## config.mk

```make
export PLATFORM = sky130hd
export DESIGN_NAME = base64_stream_decoder_top
export DESIGN_NICKNAME = d
export VERILOG_FILES = /design/src/rtl/b64d_pkg.sv /design/src/rtl/b64d_front.sv /design/src/rtl/b64d_fifo.sv /design/src/rtl/b64d_back.sv /design/src/rtl/base64_stream_decoder_top.sv
export SDC_FILE = /design/constraint.sdc
export NUM_CORES = 1
export LEC_CHECK = 0
export ABC_AREA = 1
export BUFFER_PORTS_ARGS = -buffer_cell sky130_fd_sc_hd__buf_2
export CAP_MARGIN = 40
export CORE_MARGIN = 1.5
export CORE_UTILIZATION = 45
export CTS_CLUSTER_DIAMETER = 60
export DETAILED_ROUTE_END_ITERATION = 10
export GPL_TIMING_DRIVEN = 0
export PLACE_DENSITY_LB_ADDON = 0.08
export SLEW_MARGIN = 20
export SYNTH_ARGS = -nofsm -noshare
export SYNTH_HDL_FRONTEND = slang
export SYNTH_SLANG_ARGS = --single-unit
```

## constraint.sdc

```tcl
create_clock -name aclk -period 3.55 [get_ports aclk]
set_input_delay 0.71 -clock aclk [delete_from_list [all_inputs] [get_ports aclk]]
set_output_delay 0.71 -clock aclk [all_outputs]
set_load 0.005 [all_outputs]
```

## src/rtl/b64d_pkg.sv

```systemverilog
// ============================================================================
// b64d_pkg - base64 stream decoder shared definitions
// Payload structs, result status codes, character classes and queue sizing.
// ============================================================================
package b64d_pkg;

    // Depth of the queue between the front and back halves
    localparam int unsigned QUEUE_DEPTH = 2;

    // ASCII code of the padding character
    localparam logic [7:0] PAD_CHAR = 8'h3D;

    // Result status codes
    typedef enum logic [1:0] {
        ST_OK      = 2'd0,
        ST_INVALID = 2'd1,
        ST_PADDING = 2'd2,
        ST_LENGTH  = 2'd3
    } status_t;

    // Character classes found by the front half
    typedef enum logic [1:0] {
        KIND_DATA = 2'd0,
        KIND_PAD  = 2'd1,
        KIND_BAD  = 2'd2
    } char_kind_t;

    // Input request
    typedef struct packed {
        logic [7:0] in_char;
        logic       last_char;
    } in_t;

    // Result request
    typedef struct packed {
        logic [7:0] data_byte;
        logic       byte_valid;
        logic       message_end;
        status_t    status;
    } out_t;

    // Classified character as held in the queue
    typedef struct packed {
        char_kind_t kind;
        logic [5:0] sextet;
        logic       last;
    } sym_t;

endpackage

```

## src/rtl/b64d_front.sv

```systemverilog
// ============================================================================
// b64d_front - input acceptance and character classification
// Maps each accepted character to its sextet and class, pushes it to the queue.
// ============================================================================
module b64d_front (
    input  logic            s_valid,
    output logic            s_ready,
    input  b64d_pkg::in_t   s_data,
    input  logic            q_full,
    output logic            q_push,
    output b64d_pkg::sym_t  q_sym
);

    logic [7:0] ch;

    assign ch      = s_data.in_char;
    assign s_ready = !q_full;
    assign q_push  = s_valid && !q_full;

    // Standard alphabet: A-Z, a-z, 0-9, '+', '/'; NUL falls out as invalid
    always_comb begin
        q_sym.last   = s_data.last_char;
        q_sym.kind   = b64d_pkg::KIND_DATA;
        q_sym.sextet = 6'd0;
        if (ch inside {[8'h41:8'h5A]}) begin
            q_sym.sextet = 6'(ch - 8'h41);
        end else if (ch inside {[8'h61:8'h7A]}) begin
            q_sym.sextet = 6'(ch - 8'h61 + 8'd26);
        end else if (ch inside {[8'h30:8'h39]}) begin
            q_sym.sextet = 6'(ch - 8'h30 + 8'd52);
        end else if (ch == 8'h2B) begin
            q_sym.sextet = 6'd62;
        end else if (ch == 8'h2F) begin
            q_sym.sextet = 6'd63;
        end else if (ch == b64d_pkg::PAD_CHAR) begin
            q_sym.kind = b64d_pkg::KIND_PAD;
        end else begin
            q_sym.kind = b64d_pkg::KIND_BAD;
        end
    end

endmodule

```

## src/rtl/b64d_fifo.sv

```systemverilog
// ============================================================================
// b64d_fifo - short queue between front and back halves
// Flip-flop storage, combinational read of the head entry.
// ============================================================================
module b64d_fifo #(
    parameter int unsigned WIDTH = 9,
    parameter int unsigned DEPTH = 2
) (
    input  logic             aclk,
    input  logic             aresetn,
    input  logic             push,
    input  logic [WIDTH-1:0] wr_data,
    input  logic             pop,
    output logic [WIDTH-1:0] rd_data,
    output logic             full,
    output logic             empty
);

    localparam int unsigned PTR_W = (DEPTH > 1) ? $clog2(DEPTH) : 1;
    localparam int unsigned CNT_W = $clog2(DEPTH + 1);

    logic [WIDTH-1:0] mem_reg [DEPTH];
    logic [PTR_W-1:0] wr_ptr_reg, wr_ptr_next;
    logic [PTR_W-1:0] rd_ptr_reg, rd_ptr_next;
    logic [CNT_W-1:0] count_reg, count_next;

    assign full    = (count_reg == CNT_W'(DEPTH));
    assign empty   = (count_reg == '0);
    assign rd_data = mem_reg[rd_ptr_reg];

    always_comb begin
        wr_ptr_next = wr_ptr_reg;
        rd_ptr_next = rd_ptr_reg;
        count_next  = count_reg;
        if (push) begin
            wr_ptr_next = (wr_ptr_reg == PTR_W'(DEPTH - 1)) ? '0 : wr_ptr_reg + 1'b1;
        end
        if (pop) begin
            rd_ptr_next = (rd_ptr_reg == PTR_W'(DEPTH - 1)) ? '0 : rd_ptr_reg + 1'b1;
        end
        if (push && !pop) begin
            count_next = count_reg + 1'b1;
        end else if (pop && !push) begin
            count_next = count_reg - 1'b1;
        end
    end

    always_ff @(posedge aclk) begin
        if (!aresetn) begin
            wr_ptr_reg <= '0;
            rd_ptr_reg <= '0;
            count_reg  <= '0;
        end else begin
            wr_ptr_reg <= wr_ptr_next;
            rd_ptr_reg <= rd_ptr_next;
            count_reg  <= count_next;
        end
    end

    always_ff @(posedge aclk) begin
        if (push) begin
            mem_reg[wr_ptr_reg] <= wr_data;
        end
    end

    a_no_overflow: assert property (@(posedge aclk) disable iff (!aresetn)
        full && !pop |-> !push)
        else $error("queue written while full");

    a_no_underflow: assert property (@(posedge aclk) disable iff (!aresetn)
        empty |-> !pop)
        else $error("queue read while empty");

    a_count_range: assert property (@(posedge aclk) disable iff (!aresetn)
        count_reg <= CNT_W'(DEPTH))
        else $error("queue count beyond depth");

endmodule

```

## src/rtl/b64d_back.sv

```systemverilog
// ============================================================================
// b64d_back - group tracking, byte splice and result register
// Executes classified characters, latches the first error, drives results.
// ============================================================================
module b64d_back (
    input  logic            aclk,
    input  logic            aresetn,
    input  logic            q_empty,
    input  b64d_pkg::sym_t  q_sym,
    output logic            q_pop,
    output logic            m_valid,
    input  logic            m_ready,
    output b64d_pkg::out_t  m_data
);

    logic [1:0]        pos_reg, pos_next;
    logic [5:0]        prev_reg, prev_next;
    logic              pad_reg, pad_next;
    b64d_pkg::status_t stat_reg, stat_next;
    logic              out_valid_reg;
    b64d_pkg::out_t    out_reg;

    b64d_pkg::status_t err;
    logic              have_byte;
    logic [7:0]        byte_val;
    logic              emit;
    b64d_pkg::out_t    result;

    // Result register frees up when empty or being taken
    assign q_pop   = !q_empty && (!out_valid_reg || m_ready);
    assign m_valid = out_valid_reg;
    assign m_data  = out_reg;

    always_comb begin
        pos_next  = pos_reg;
        prev_next = prev_reg;
        pad_next  = pad_reg;
        err       = stat_reg;
        have_byte = 1'b0;
        byte_val  = 8'd0;
        if (stat_reg == b64d_pkg::ST_OK) begin
            case (q_sym.kind)
                b64d_pkg::KIND_DATA: begin
                    if (pad_reg) begin
                        err = b64d_pkg::ST_PADDING;
                    end else begin
                        case (pos_reg)
                            2'd1: begin
                                byte_val  = {prev_reg, q_sym.sextet[5:4]};
                                have_byte = 1'b1;
                            end
                            2'd2: begin
                                byte_val  = {prev_reg[3:0], q_sym.sextet[5:2]};
                                have_byte = 1'b1;
                            end
                            2'd3: begin
                                byte_val  = {prev_reg[1:0], q_sym.sextet};
                                have_byte = 1'b1;
                            end
                            default: begin
                                have_byte = 1'b0;
                            end
                        endcase
                        prev_next = q_sym.sextet;
                    end
                end
                b64d_pkg::KIND_PAD: begin
                    // '=' only at slot 3, or at slot 2 then slot 3
                    if (pos_reg == 2'd3 || (pos_reg == 2'd2 && !pad_reg)) begin
                        pad_next = 1'b1;
                    end else begin
                        err = b64d_pkg::ST_PADDING;
                    end
                end
                default: begin
                    err = b64d_pkg::ST_INVALID;
                end
            endcase
            if (err != b64d_pkg::ST_OK) begin
                have_byte = 1'b0;
                byte_val  = 8'd0;
            end else begin
                pos_next = pos_reg + 2'd1;
            end
        end
        stat_next = err;

        result.data_byte   = byte_val;
        result.byte_valid  = have_byte;
        result.message_end = q_sym.last;
        result.status      = b64d_pkg::ST_OK;
        emit               = have_byte || q_sym.last;
        if (q_sym.last) begin
            result.status = (err == b64d_pkg::ST_OK && pos_reg != 2'd3) ?
                            b64d_pkg::ST_LENGTH : err;
            pos_next  = 2'd0;
            prev_next = 6'd0;
            pad_next  = 1'b0;
            stat_next = b64d_pkg::ST_OK;
        end
    end

    always_ff @(posedge aclk) begin
        if (!aresetn) begin
            pos_reg       <= 2'd0;
            prev_reg      <= 6'd0;
            pad_reg       <= 1'b0;
            stat_reg      <= b64d_pkg::ST_OK;
            out_valid_reg <= 1'b0;
        end else begin
            if (q_pop) begin
                pos_reg       <= pos_next;
                prev_reg      <= prev_next;
                pad_reg       <= pad_next;
                stat_reg      <= stat_next;
                out_valid_reg <= emit;
            end else if (m_ready) begin
                out_valid_reg <= 1'b0;
            end
        end
    end

    always_ff @(posedge aclk) begin
        if (q_pop) begin
            out_reg <= result;
        end
    end

    a_status_at_end: assert property (@(posedge aclk) disable iff (!aresetn)
        m_valid && !m_data.message_end |-> m_data.status == b64d_pkg::ST_OK)
        else $error("status reported before message end");

    a_byte_zero: assert property (@(posedge aclk) disable iff (!aresetn)
        m_valid && !m_data.byte_valid |-> m_data.data_byte == 8'd0)
        else $error("stray data with no byte");

    a_end_clears: assert property (@(posedge aclk) disable iff (!aresetn)
        q_pop && q_sym.last |=> pos_reg == 2'd0 && !pad_reg &&
                                stat_reg == b64d_pkg::ST_OK)
        else $error("state not cleared after message end");

endmodule

```

## src/rtl/base64_stream_decoder_top.sv

```systemverilog
// ============================================================================
// base64_stream_decoder_top - streaming base64 decoder, one character a cycle unless m_ready stalls
// Standard alphabet with '=' padding; one decoded byte or end marker out.
// ============================================================================
// Usage:
//   s_* channel: one ASCII character per request, last_char marks the final
//   character of a message. m_* channel: zero or one result per character;
//   a byte at group slots 1 to 3, and always one result (message_end set,
//   with status) for the final character.
//   Path: an accepted character is classified by the front into the queue,
//   then executed by the back half into the result register, which drives
//   m_valid.
//   Throughput: one character per cycle sustained while the receiver takes
//   each result, set by the back half, which executes one queued character per cycle.
//   Receiver stall: the result register holds; the back half stops popping,
//   the queue (QUEUE_DEPTH entries) absorbs the next characters, then s_ready
//   drops until the receiver takes the result.
//   Errors: the first error of a message is latched; later characters give
//   no result until the final one, which reports that status with no byte.
//   Reset: aresetn is synchronous, active low; queue empty, no result
//   pending, group position, previous sextet and error latch cleared.
// ============================================================================
module base64_stream_decoder_top #(
    parameter int unsigned QUEUE_DEPTH = b64d_pkg::QUEUE_DEPTH
) (
    input  logic            aclk,
    input  logic            aresetn,
    input  logic            s_valid,
    output logic            s_ready,
    input  b64d_pkg::in_t   s_data,
    output logic            m_valid,
    input  logic            m_ready,
    output b64d_pkg::out_t  m_data
);

    localparam int unsigned SYM_W = $bits(b64d_pkg::sym_t);

    // Queue handshake between the halves
    logic           q_push;
    logic           q_pop;
    logic           q_full;
    logic           q_empty;
    b64d_pkg::sym_t q_wr_sym;
    b64d_pkg::sym_t q_rd_sym;

    // Front: accept and classify
    b64d_front u_front (
        .s_valid (s_valid),
        .s_ready (s_ready),
        .s_data  (s_data),
        .q_full  (q_full),
        .q_push  (q_push),
        .q_sym   (q_wr_sym)
    );

    // Decoupling queue
    b64d_fifo #(
        .WIDTH (SYM_W),
        .DEPTH (QUEUE_DEPTH)
    ) u_fifo (
        .aclk    (aclk),
        .aresetn (aresetn),
        .push    (q_push),
        .wr_data (q_wr_sym),
        .pop     (q_pop),
        .rd_data (q_rd_sym),
        .full    (q_full),
        .empty   (q_empty)
    );

    // Back: decode and deliver
    b64d_back u_back (
        .aclk    (aclk),
        .aresetn (aresetn),
        .q_empty (q_empty),
        .q_sym   (q_rd_sym),
        .q_pop   (q_pop),
        .m_valid (m_valid),
        .m_ready (m_ready),
        .m_data  (m_data)
    );

endmodule
```

After elaboration in Yosys (flattened, before gate mapping)
Memories as Yosys holds them, arrays and structs flattened. A register that Yosys moved wholly into a read port is not among the register bits.
Cells that the tools add are included.
{ "totals": {"ff_bits": 28, "latch_bits": 0, "mem_bits_rw": 18, "rom_bits": 0, "input_bits": 13, "out_inout_bits": 14, "elab_cells": 121, "memories": 1} }
{ "op_classes": {"n_addsub": 10, "mul": 0, "n_div": 0, "n_lt_le_gt_ge": 6, "eq_ne": 11, "n_shift": 0, "n_mux": 45, "n_bitwise": 2, "n_reduce_logical": 34} }
{ "mem_list": {"columns": ["name", "words", "word_bits", "rd", "rd_clocked_by_memory_dff", "wr", "line_no", "rtl"], "rows": [
  ["u_fifo.mem_reg", 2, 9, 1, 1, 1, "b64d_fifo.sv:22", "logic [WIDTH-1:0] mem_reg [DEPTH];"]
]} }
{ "op_table": {"columns": ["op", "n"], "rows": [
  ["6-bit 2-to-1 mux", 9],
  ["2-bit 2-to-1 mux", 17],
  ["8-bit by 6-bit equality test with 1-bit output (second input constant)", 3],
  ["8-bit case mux with 3 select lines", 1],
  ["1-bit 2-to-1 mux", 17],
  ["8-bit by 7-bit greater-or-equal comparator with 1-bit output (second input constant)", 2],
  ["8-bit by 7-bit less-or-equal comparator with 1-bit output (second input constant)", 2],
  ["2-bit nonzero test", 7],
  ["6-bit subtractor (second input constant)", 2],
  ["1-bit logical AND", 9],
  ["8-bit by 6-bit greater-or-equal comparator with 1-bit output (second input constant)", 1],
  ["8-bit by 6-bit less-or-equal comparator with 1-bit output (second input constant)", 1],
  ["2-bit zero test", 4],
  ["4-bit AND reduction", 2],
  ["6-bit by 5-bit adder with 6-bit output (second input constant)", 1],
  ["6-bit adder (second input constant)", 1],
  ["2-bit equality test (second input constant)", 3],
  ["1-bit zero test", 6],
  ["6-bit by 1-bit subtractor with 6-bit output (second input constant)", 1],
  ["2-bit by 1-bit adder with 2-bit output (second input constant)", 2],
  ["2-bit by 1-bit equality test with 1-bit output (second input constant)", 2],
  ["2-bit by 1-bit != test with 1-bit output (second input constant)", 2],
  ["2-bit case mux with 2 select lines", 1],
  ["4-bit OR reduction", 1],
  ["other kinds (7)", 11]
]} }

Longest topological paths before layout
Gate-level depths: netlist of the first run.
{ "depth": {"depth_word": 11, "mapped_depth": 13, "ltp_nobuf": 13} }

Cells and area by module
A second synthesis of the first run with hierarchy kept.
{ "unflattened": {"cells_unflattened": 353, "area_unflattened_um2": 2961.6} }
{ "modules_own_cells": {"columns": ["mod", "n_inst", "cells_per_inst", "area_per_inst_um2", "seq_area_each_um2"], "rows": [
  ["b64d_back", 1, 145, 1244.9, 600.6],
  ["b64d_fifo", 1, 63, 883.3, 640.6],
  ["b64d_front", 1, 145, 833.3, 0.0]
]} }

Worst setup path after synthesis of the first run
OpenSTA, ideal clock, no wires.
{ "synth_timing": {"path_type": "input -> register", "start": "in s_data[4] (netlist bit)", "end": "mem u_fifo.mem_reg[0][2], data pin", "setup_ns": 0.263, "arrival_ns": 1.897, "required_ns": 3.287, "path_slack_ns": 1.389, "cell_stages": 12, "path_cell_list": "buf_2 > inv_1 > ha_1 > nand2_1 > nand2_1 > nor2_1 > nand2_1 > nand3_1 > inv_1 > nand2_1 > nand2_1 > o21bai_1"} }
{ "synth_lines": {"columns": ["item", "line_no", "rtl"], "rows": [
  ["start, declared", "base64_stream_decoder_top.sv:30", "input b64d_pkg::in_t s_data,"],
  ["end, declared", "b64d_fifo.sv:22", null]
]} }

==> results of run 1 <==
[cell usage in the layout, fill, tap and decap left out, types with 2 or more instances in the layout]
cell and instances:
sky130_fd_sc_hd__o21ai_1 4, sky130_fd_sc_hd__o21bai_1 2, sky130_fd_sc_hd__inv_2 10, sky130_fd_sc_hd__o21ai_0 13
sky130_fd_sc_hd__buf_6 2, sky130_fd_sc_hd__dfxtp_1 17, sky130_fd_sc_hd__nand2_2 5, sky130_fd_sc_hd__o22ai_1 3
sky130_fd_sc_hd__o211ai_1 4, sky130_fd_sc_hd__nor2_2 4, sky130_fd_sc_hd__nand2_8 3, sky130_fd_sc_hd__xor2_1 6
sky130_fd_sc_hd__nand4_1 5, sky130_fd_sc_hd__edfxtp_1 30, sky130_fd_sc_hd__inv_1 34, sky130_fd_sc_hd__nand2_4 5
sky130_fd_sc_hd__a31oi_2 3, sky130_fd_sc_hd__clkinv_1 3, sky130_fd_sc_hd__buf_2 27, sky130_fd_sc_hd__a21oi_2 2
sky130_fd_sc_hd__nor2_1 28, sky130_fd_sc_hd__nand2_1 70, sky130_fd_sc_hd__or2_2 5, sky130_fd_sc_hd__nand3_1 18
sky130_fd_sc_hd__a21oi_1 23, sky130_fd_sc_hd__nor2_4 4, sky130_fd_sc_hd__ha_1 14, sky130_fd_sc_hd__clkbuf_8 5
[power by group]
part	leakage [nW]	switching, mW	internal, mW
logic	0.834	0.610	0.309
registers	0.430	0.0630	0.765
clock network	0.0392	0.174	0.134
total	1.30	0.847	1.21
[kinds of logic (layout without fill, tap and decap cells)]
| logic type | after synthesis | in the layout | share of synthesized area [%] |
|---|---|---|---|
| simple gates | 150 | 150 | 27.3 |
| compound gates | 61 | 61 | 13.5 |
| buf+inv | 51 | 84 | 7.45 |
| flops | 47 | 47 | 43.8 |
| fa+ha+maj | 14 | 14 | 6.18 |
| xor+xnor | 6 | 6 | 1.85 |
[path summary, 6_finish.rpt]
check / from / endpoint / slack, ns / cells after the start
worst min register to register: u_fifo.rd_ptr_reg / flip-flop / 0.45 / 1
worst max-delay path: s_data[4] / u_fifo.mem_reg[0][2] / 1.28 / 13
worst min-delay path: u_fifo.rd_ptr_reg / flip-flop / 0.45 / 1
worst max register to register: u_back.m_valid / u_back.pos_reg[1] / 1.65 / 9
[per-stage QoR]
step	cells	utilization (%)	area, sq um
6_report	437	52.4	3140
5_1_grt	437	52.4	3140
4_1_cts	437	52.4	3140
3_5_place_dp	429	51.0	3060
3_3_place_gp	429	51.0	3060
2_1_floorplan	329	-	2840
[area by class of cell]
| class | count | area, sq um | area share (%) |
|---|---|---|---|
| multi-input combinational | 231 | 1380 | 44.1 |
| sequential | 47 | 1240 | 39.5 |
| inverter | 46 | 175 | 5.58 |
| timing repair buffer | 25 | 125 | 3.99 |
| tap | 75 | 93.8 | 2.99 |
| clock buffer | 5 | 68.8 | 2.19 |
| buffer | 5 | 36.3 | 1.16 |
| clock inverter | 3 | 15.0 | 0.478 |
[worst register-to-register path: stages, from the launching register on]
cell	delay [ns]
sky130_fd_sc_hd__dfxtp_1	0.32
sky130_fd_sc_hd__inv_1	0.05
sky130_fd_sc_hd__nor2_1	0.08
sky130_fd_sc_hd__a21oi_4	0.48
sky130_fd_sc_hd__inv_2	0.10
sky130_fd_sc_hd__nor2_1	0.43
sky130_fd_sc_hd__inv_1	0.11
sky130_fd_sc_hd__nand2_1	0.11
sky130_fd_sc_hd__nand2_1	0.05
sky130_fd_sc_hd__a21oi_1	0.11
[layer usage]
layer	vias up	routed length [um]	track usage (%)
met2	51	2680	32.0
met1	992	2400	20.8
met4	0	131	7.29
met3	10	206	3.30
met5	-	0	0
li1	1154	-	-
==> results.cfg, run 1 <==
[route]
drt-wirelength-per-cell_um = 12.4
drtAntennaViolNets = 0
route.final.wire_length_mm = 5.41
drt_pass1_iterations = 6
num_vias = 2207
vias_per_cell = 5.05
residual_drc_count = 0
first_iter_violations = 84

[timing]
min_period_over_period_pct = 64.0
grt_setup_unrepaired = false
timing.setup.tns_ns = 0
maxClockFrequency_mhz = 440
post_route_minimum_period_ns = 2.27
slew_viol_final = 0
max_clock_skew_ns = 0.0114
slew_headroom_pct = 47.2
worst-slew-pin-transition_ns = 0.789
finalSetupViolations = 0
hold_violations = 0
fin_ws_ns = 1.28
final.hold.worst_slack_ns = 0.449

[cts]
clkLatencyLatePin_ns = 0.30
cts.htree.levels = 2
tritoncts_num_sinks = 47
clk_root_buffer_cell = sky130_fd_sc_hd__clkbuf_8
postCtsSetupRepairBufs = 0
clkSlewWorstSetupHoldPaths_ns = 0.08
ctsLongestPathBuffers = 2
hold_fix_buffer_count_after_cts = 0
tritoncts = built
cts_resized = 0
cts-buffers-inserted = 5

[critical_path]
worstPathMaxFanout = 7
cpMostUsedCell = sky130_fd_sc_hd__nand2_1
worst_path_dominant_cell_family = simple AND/OR/NAND/NOR gates
crit_path_start_kind = input pin
worst_path_largest_cell_delay_ns = 0.22
crit_chain = buf_2 -> buf_2 -> inv_1 -> ha_1 -> nand2_1 -> nand2_1 -> nor2_1 -> nand2_1 -> nand3_1 -> inv_1 -> nand2_1 -> nand2_1 -> o21bai_1
worst_setup_path_end_kind = flip-flop
critPathArrivalTime_ns = 2.32
path_class = input pin to flip-flop
crit_required_ns = 3.59
cp.buffers_inverters = 4
slowest_stage = sky130_fd_sc_hd__ha_1

[synthesis]
synth.yosys.warnings = 0
post_synth_instance_area_sq_um = 2840
synth_top_area_cell = sky130_fd_sc_hd__edfxtp_1
number_of_flops_mapped_to_enable_cells_by_yosys = 30
synthArstFlopShare_pct = 0
ys_types = 39
avgSynthCellArea_sq_um = 8.62
syn-num-nets = 356
postSynthRegisterBits = 47
synth_area_leaders = sky130_fd_sc_hd__edfxtp_1 32%, sky130_fd_sc_hd__dfxtp_1 12%, sky130_fd_sc_hd__nand2_1 9.3%, sky130_fd_sc_hd__ha_1 6.2%, sky130_fd_sc_hd__inv_1 4.5%
synthCells = 329
synth_sequential_area_ratio_pct = 43.8
yosysMostFrequentCell = sky130_fd_sc_hd__nand2_1
synth-main-ff-cell = sky130_fd_sc_hd__edfxtp_1
post-synth-top-area-fraction_pct = 31.8
synth_top_cells_by_count = 70 x sky130_fd_sc_hd__nand2_1, 34 x sky130_fd_sc_hd__inv_1, 30 x sky130_fd_sc_hd__edfxtp_1

[layout]
final_net_count = 388
largest_register_ffs = 18
layout-area-overhead-vs-synth_pct = 10.7
n_fill_cell = 575
antenna_cells = 0
layout-drive-gt1-share_pct = 22.4

[global_route]
antenna_found_initial = 0
wire_length_of_the_first_global_routing_pass_mm = 9.19
grt_start_max_net_pins = 21
via_count_of_the_first_global_routing_pass = 2059
globalRouteOverflowTotal = 0
track_usage_pct = 17.9

[floorplan]
die_area_sq_um = 6790
die-height_um = 82.4
starting_density_of_the_core_pct = 47.3
coreArea_sq_um = 5990
dieWidth_um = 82.4
rows = 28
io-pin-count = 27

[place]
number_of_buffers_added_on_ports = 25
gp_routability_congestion = 0.870
dpl_worst_slack_ns = 0.997
dp_hpwl_mm = 4.27

[power]
p_leak_nw = 1.30
power.density_cell_area_nw_per_um2 = 655
power.total_mw = 2.06
vdd_drop_max_v = 0.000329

[flow_run]
max_cap_viols = 0

[outcome]
run_status = finished clean

[min_path]
min_path_type = flip-flop to flip-flop
No activity file was read; power rests on OpenSTA's default activity.
==> run 2: changes to the inputs <==
Clock period 3.55 ns to 1.91 ns, I/O delays scaled along.
==> run 2 against run 1 <==
Compared with the run above:
- hold slack lost 0.17 ns
- sequential share of layout area shrank 0.39 points
- setup slack lost 1.1 ns
- clock power grew 86%
- global-route usage is the same
- power grew 89%
- first-iteration DRC count grew 26%
- flip-flop and latch count is the same
- clock-buffer cell count is the same
- utilization grew 0.52 points
- critical path type unchanged
- critical endpoint is now u_fifo.mem_reg[1][1]
==> results.cfg, run 2 (synthesis results as in run 1) <==
[outcome]
run_status = finished clean

[route]
residual_drc_count = 0
vias_per_cell = 5.07
route.final.wire_length_mm = 5.61
num_vias = 2221
drt-wirelength-per-cell_um = 12.8
first_iter_violations = 106
drt_pass1_iterations = 4
drtAntennaViolNets = 0

[critical_path]
worstPathMaxFanout = 8
slowest_stage = sky130_fd_sc_hd__o211ai_1
worst_path_largest_cell_delay_ns = 0.21
crit_required_ns = 1.96
crit_chain = buf_2 -> inv_4 -> ha_1 -> inv_1 -> o21ai_2 -> nand2_1 -> nand3_1 -> o211ai_1 -> nand2_1 -> nand2_1 -> nand2_1 -> nand2_1
critPathArrivalTime_ns = 1.82
cpMostUsedCell = sky130_fd_sc_hd__nand2_1
reg2regPathDepth = 9
path_class = input pin to flip-flop
worst_setup_path_end_kind = flip-flop
crit_path_start_kind = input pin

[timing]
worst-slew-pin-transition_ns = 0.785
maxClockFrequency_mhz = 564
fin_ws_ns = 0.138
min_period_over_period_pct = 92.8
slew_headroom_pct = 47.5
max_clock_skew_ns = 0.0126
post_route_minimum_period_ns = 1.77
finalSetupViolations = 0
slew_viol_final = 0
grt_setup_unrepaired = false
hold_violations = 0

[global_route]
via_count_of_the_first_global_routing_pass = 2059
grt_start_max_net_pins = 21
wire_length_of_the_first_global_routing_pass_mm = 9.19
antenna_found_initial = 0
globalRouteOverflowTotal = 0
track_usage_pct = 17.9

[place]
gp_routability_congestion = 0.870
dp_hpwl_mm = 4.27
dpl_worst_slack_ns = -0.315
dpl.cell_count = 429
number_of_buffers_added_on_ports = 25

[floorplan]
die_area_sq_um = 6790
die-height_um = 82.4
coreArea_sq_um = 5990
starting_density_of_the_core_pct = 47.3
io-pin-count = 27
rows = 28
dieWidth_um = 82.4

[cts]
cts-buffers-inserted = 5
tritoncts = built
clkLatencyLatePin_ns = 0.30
clk_root_buffer_cell = sky130_fd_sc_hd__clkbuf_8
hold_fix_buffer_count_after_cts = 0
tritoncts_num_sinks = 47
cts.htree.levels = 2
ctsLongestPathBuffers = 2
postCtsSetupRepairBufs = 0
clkSlewWorstSetupHoldPaths_ns = 0.08

[flow_run]
max_cap_viols = 0

[layout]
antenna_cells = 0
final_net_count = 389
post-route-util_pct = 52.9
layout-drive-gt1-share_pct = 24.8
largest_register_ffs = 18
layout-area-overhead-vs-synth_pct = 11.8
final_cell_mix = 70 x sky130_fd_sc_hd__nand2_1, 32 x sky130_fd_sc_hd__inv_1, 30 x sky130_fd_sc_hd__edfxtp_1, 27 x sky130_fd_sc_hd__nor2_1, 27 x sky130_fd_sc_hd__buf_2
leading_cell_type_in_the_layout_fill_and_taps_excluded = sky130_fd_sc_hd__nand2_1
finish.cell_count_without_fillers = 438

[power]
power.total_mw = 3.88
power.density_cell_area_nw_per_um2 = 1220
p_leak_nw = 1.30
vdd_drop_max_v = 0.000615

[min_path]
min_path_type = input pin to flip-flop
timing.hold.worst_path_depth = 1
-- run 2: cell count changes in the layout (fill, tap and decap cells not counted), moves of 2 or more --
| cell | change |
|---|---|
| sky130_fd_sc_hd__ha_1 | -2 |
| sky130_fd_sc_hd__o21ai_2 | +2 |
| sky130_fd_sc_hd__inv_1 | -2 |
| sky130_fd_sc_hd__ha_2 | +2 |
| sky130_fd_sc_hd__o21ai_1 | -2 |
-- run 2: worst paths after layout --
check	slack (ns)	startpoint	end
worst max-delay path	0.14	s_data[3]	u_fifo.mem_reg[1][1]
worst min-delay path	0.28	s_data[0]	u_fifo.mem_reg[0][0]
worst max register to register	0.16	u_back.m_valid	u_fifo.count_reg[1]
worst min register to register	0.45	u_fifo.rd_ptr_reg	flip-flop
-- run 2: final cells by class --
class                      count  area [sq um]
buffer                         5          36.3
clock buffer                   5          68.8
fill                         576          2820
sequential                    47          1240
clock inverter                 3          15.0
tap                           75          93.8
inverter                      46           178
multi-input combinational    232          1410
timing repair buffer          25           125
-- run 2: worst max-delay path, delay by kind of cell --
kind | cells | cell delay, ns
buf+inv | 3 | 0.35
fa+ha+maj | 1 | 0.19
simple gates | 6 | 0.53
compound gates | 2 | 0.38
-- run 2: where the power goes --
part           internal (mW)  switching, mW  total (mW)
clock                  0.249          0.325       0.574
sequential              1.42          0.118        1.54
combinational          0.587           1.18        1.76
-- run 2: through the flow --
| stage | setup TNS, ns | instance area [sq um] | hold slack [ns] |
|---|---|---|---|
| after floorplan | 0 | 2840 | 0.425 |
| after global placement | -4.51 | 3060 | 0.442 |
| after detailed placement | -4.12 | 3060 | 0.443 |
| after CTS | 0 | 3140 | 0.269 |
| after global routing | 0 | 3170 | 0.266 |
| final | 0 | 3170 | 0.278 |
-- run 2: repair_timing --
item,4_1_cts,5_1_grt
endpoints found under the setup margin,0,27
hold endpoints to repair,0,0
resized for setup,0,9
-- run 2: routing by layer --
metal | track usage, % | vias to the layer above | wire length, um
met3 | 3.30 | 10 | 208
li1 | - | 1160 | -
met4 | 7.29 | 0 | 131
met5 | 0 | - | 0
met1 | 20.8 | 1008 | 2470
met2 | 32.0 | 43 | 2810
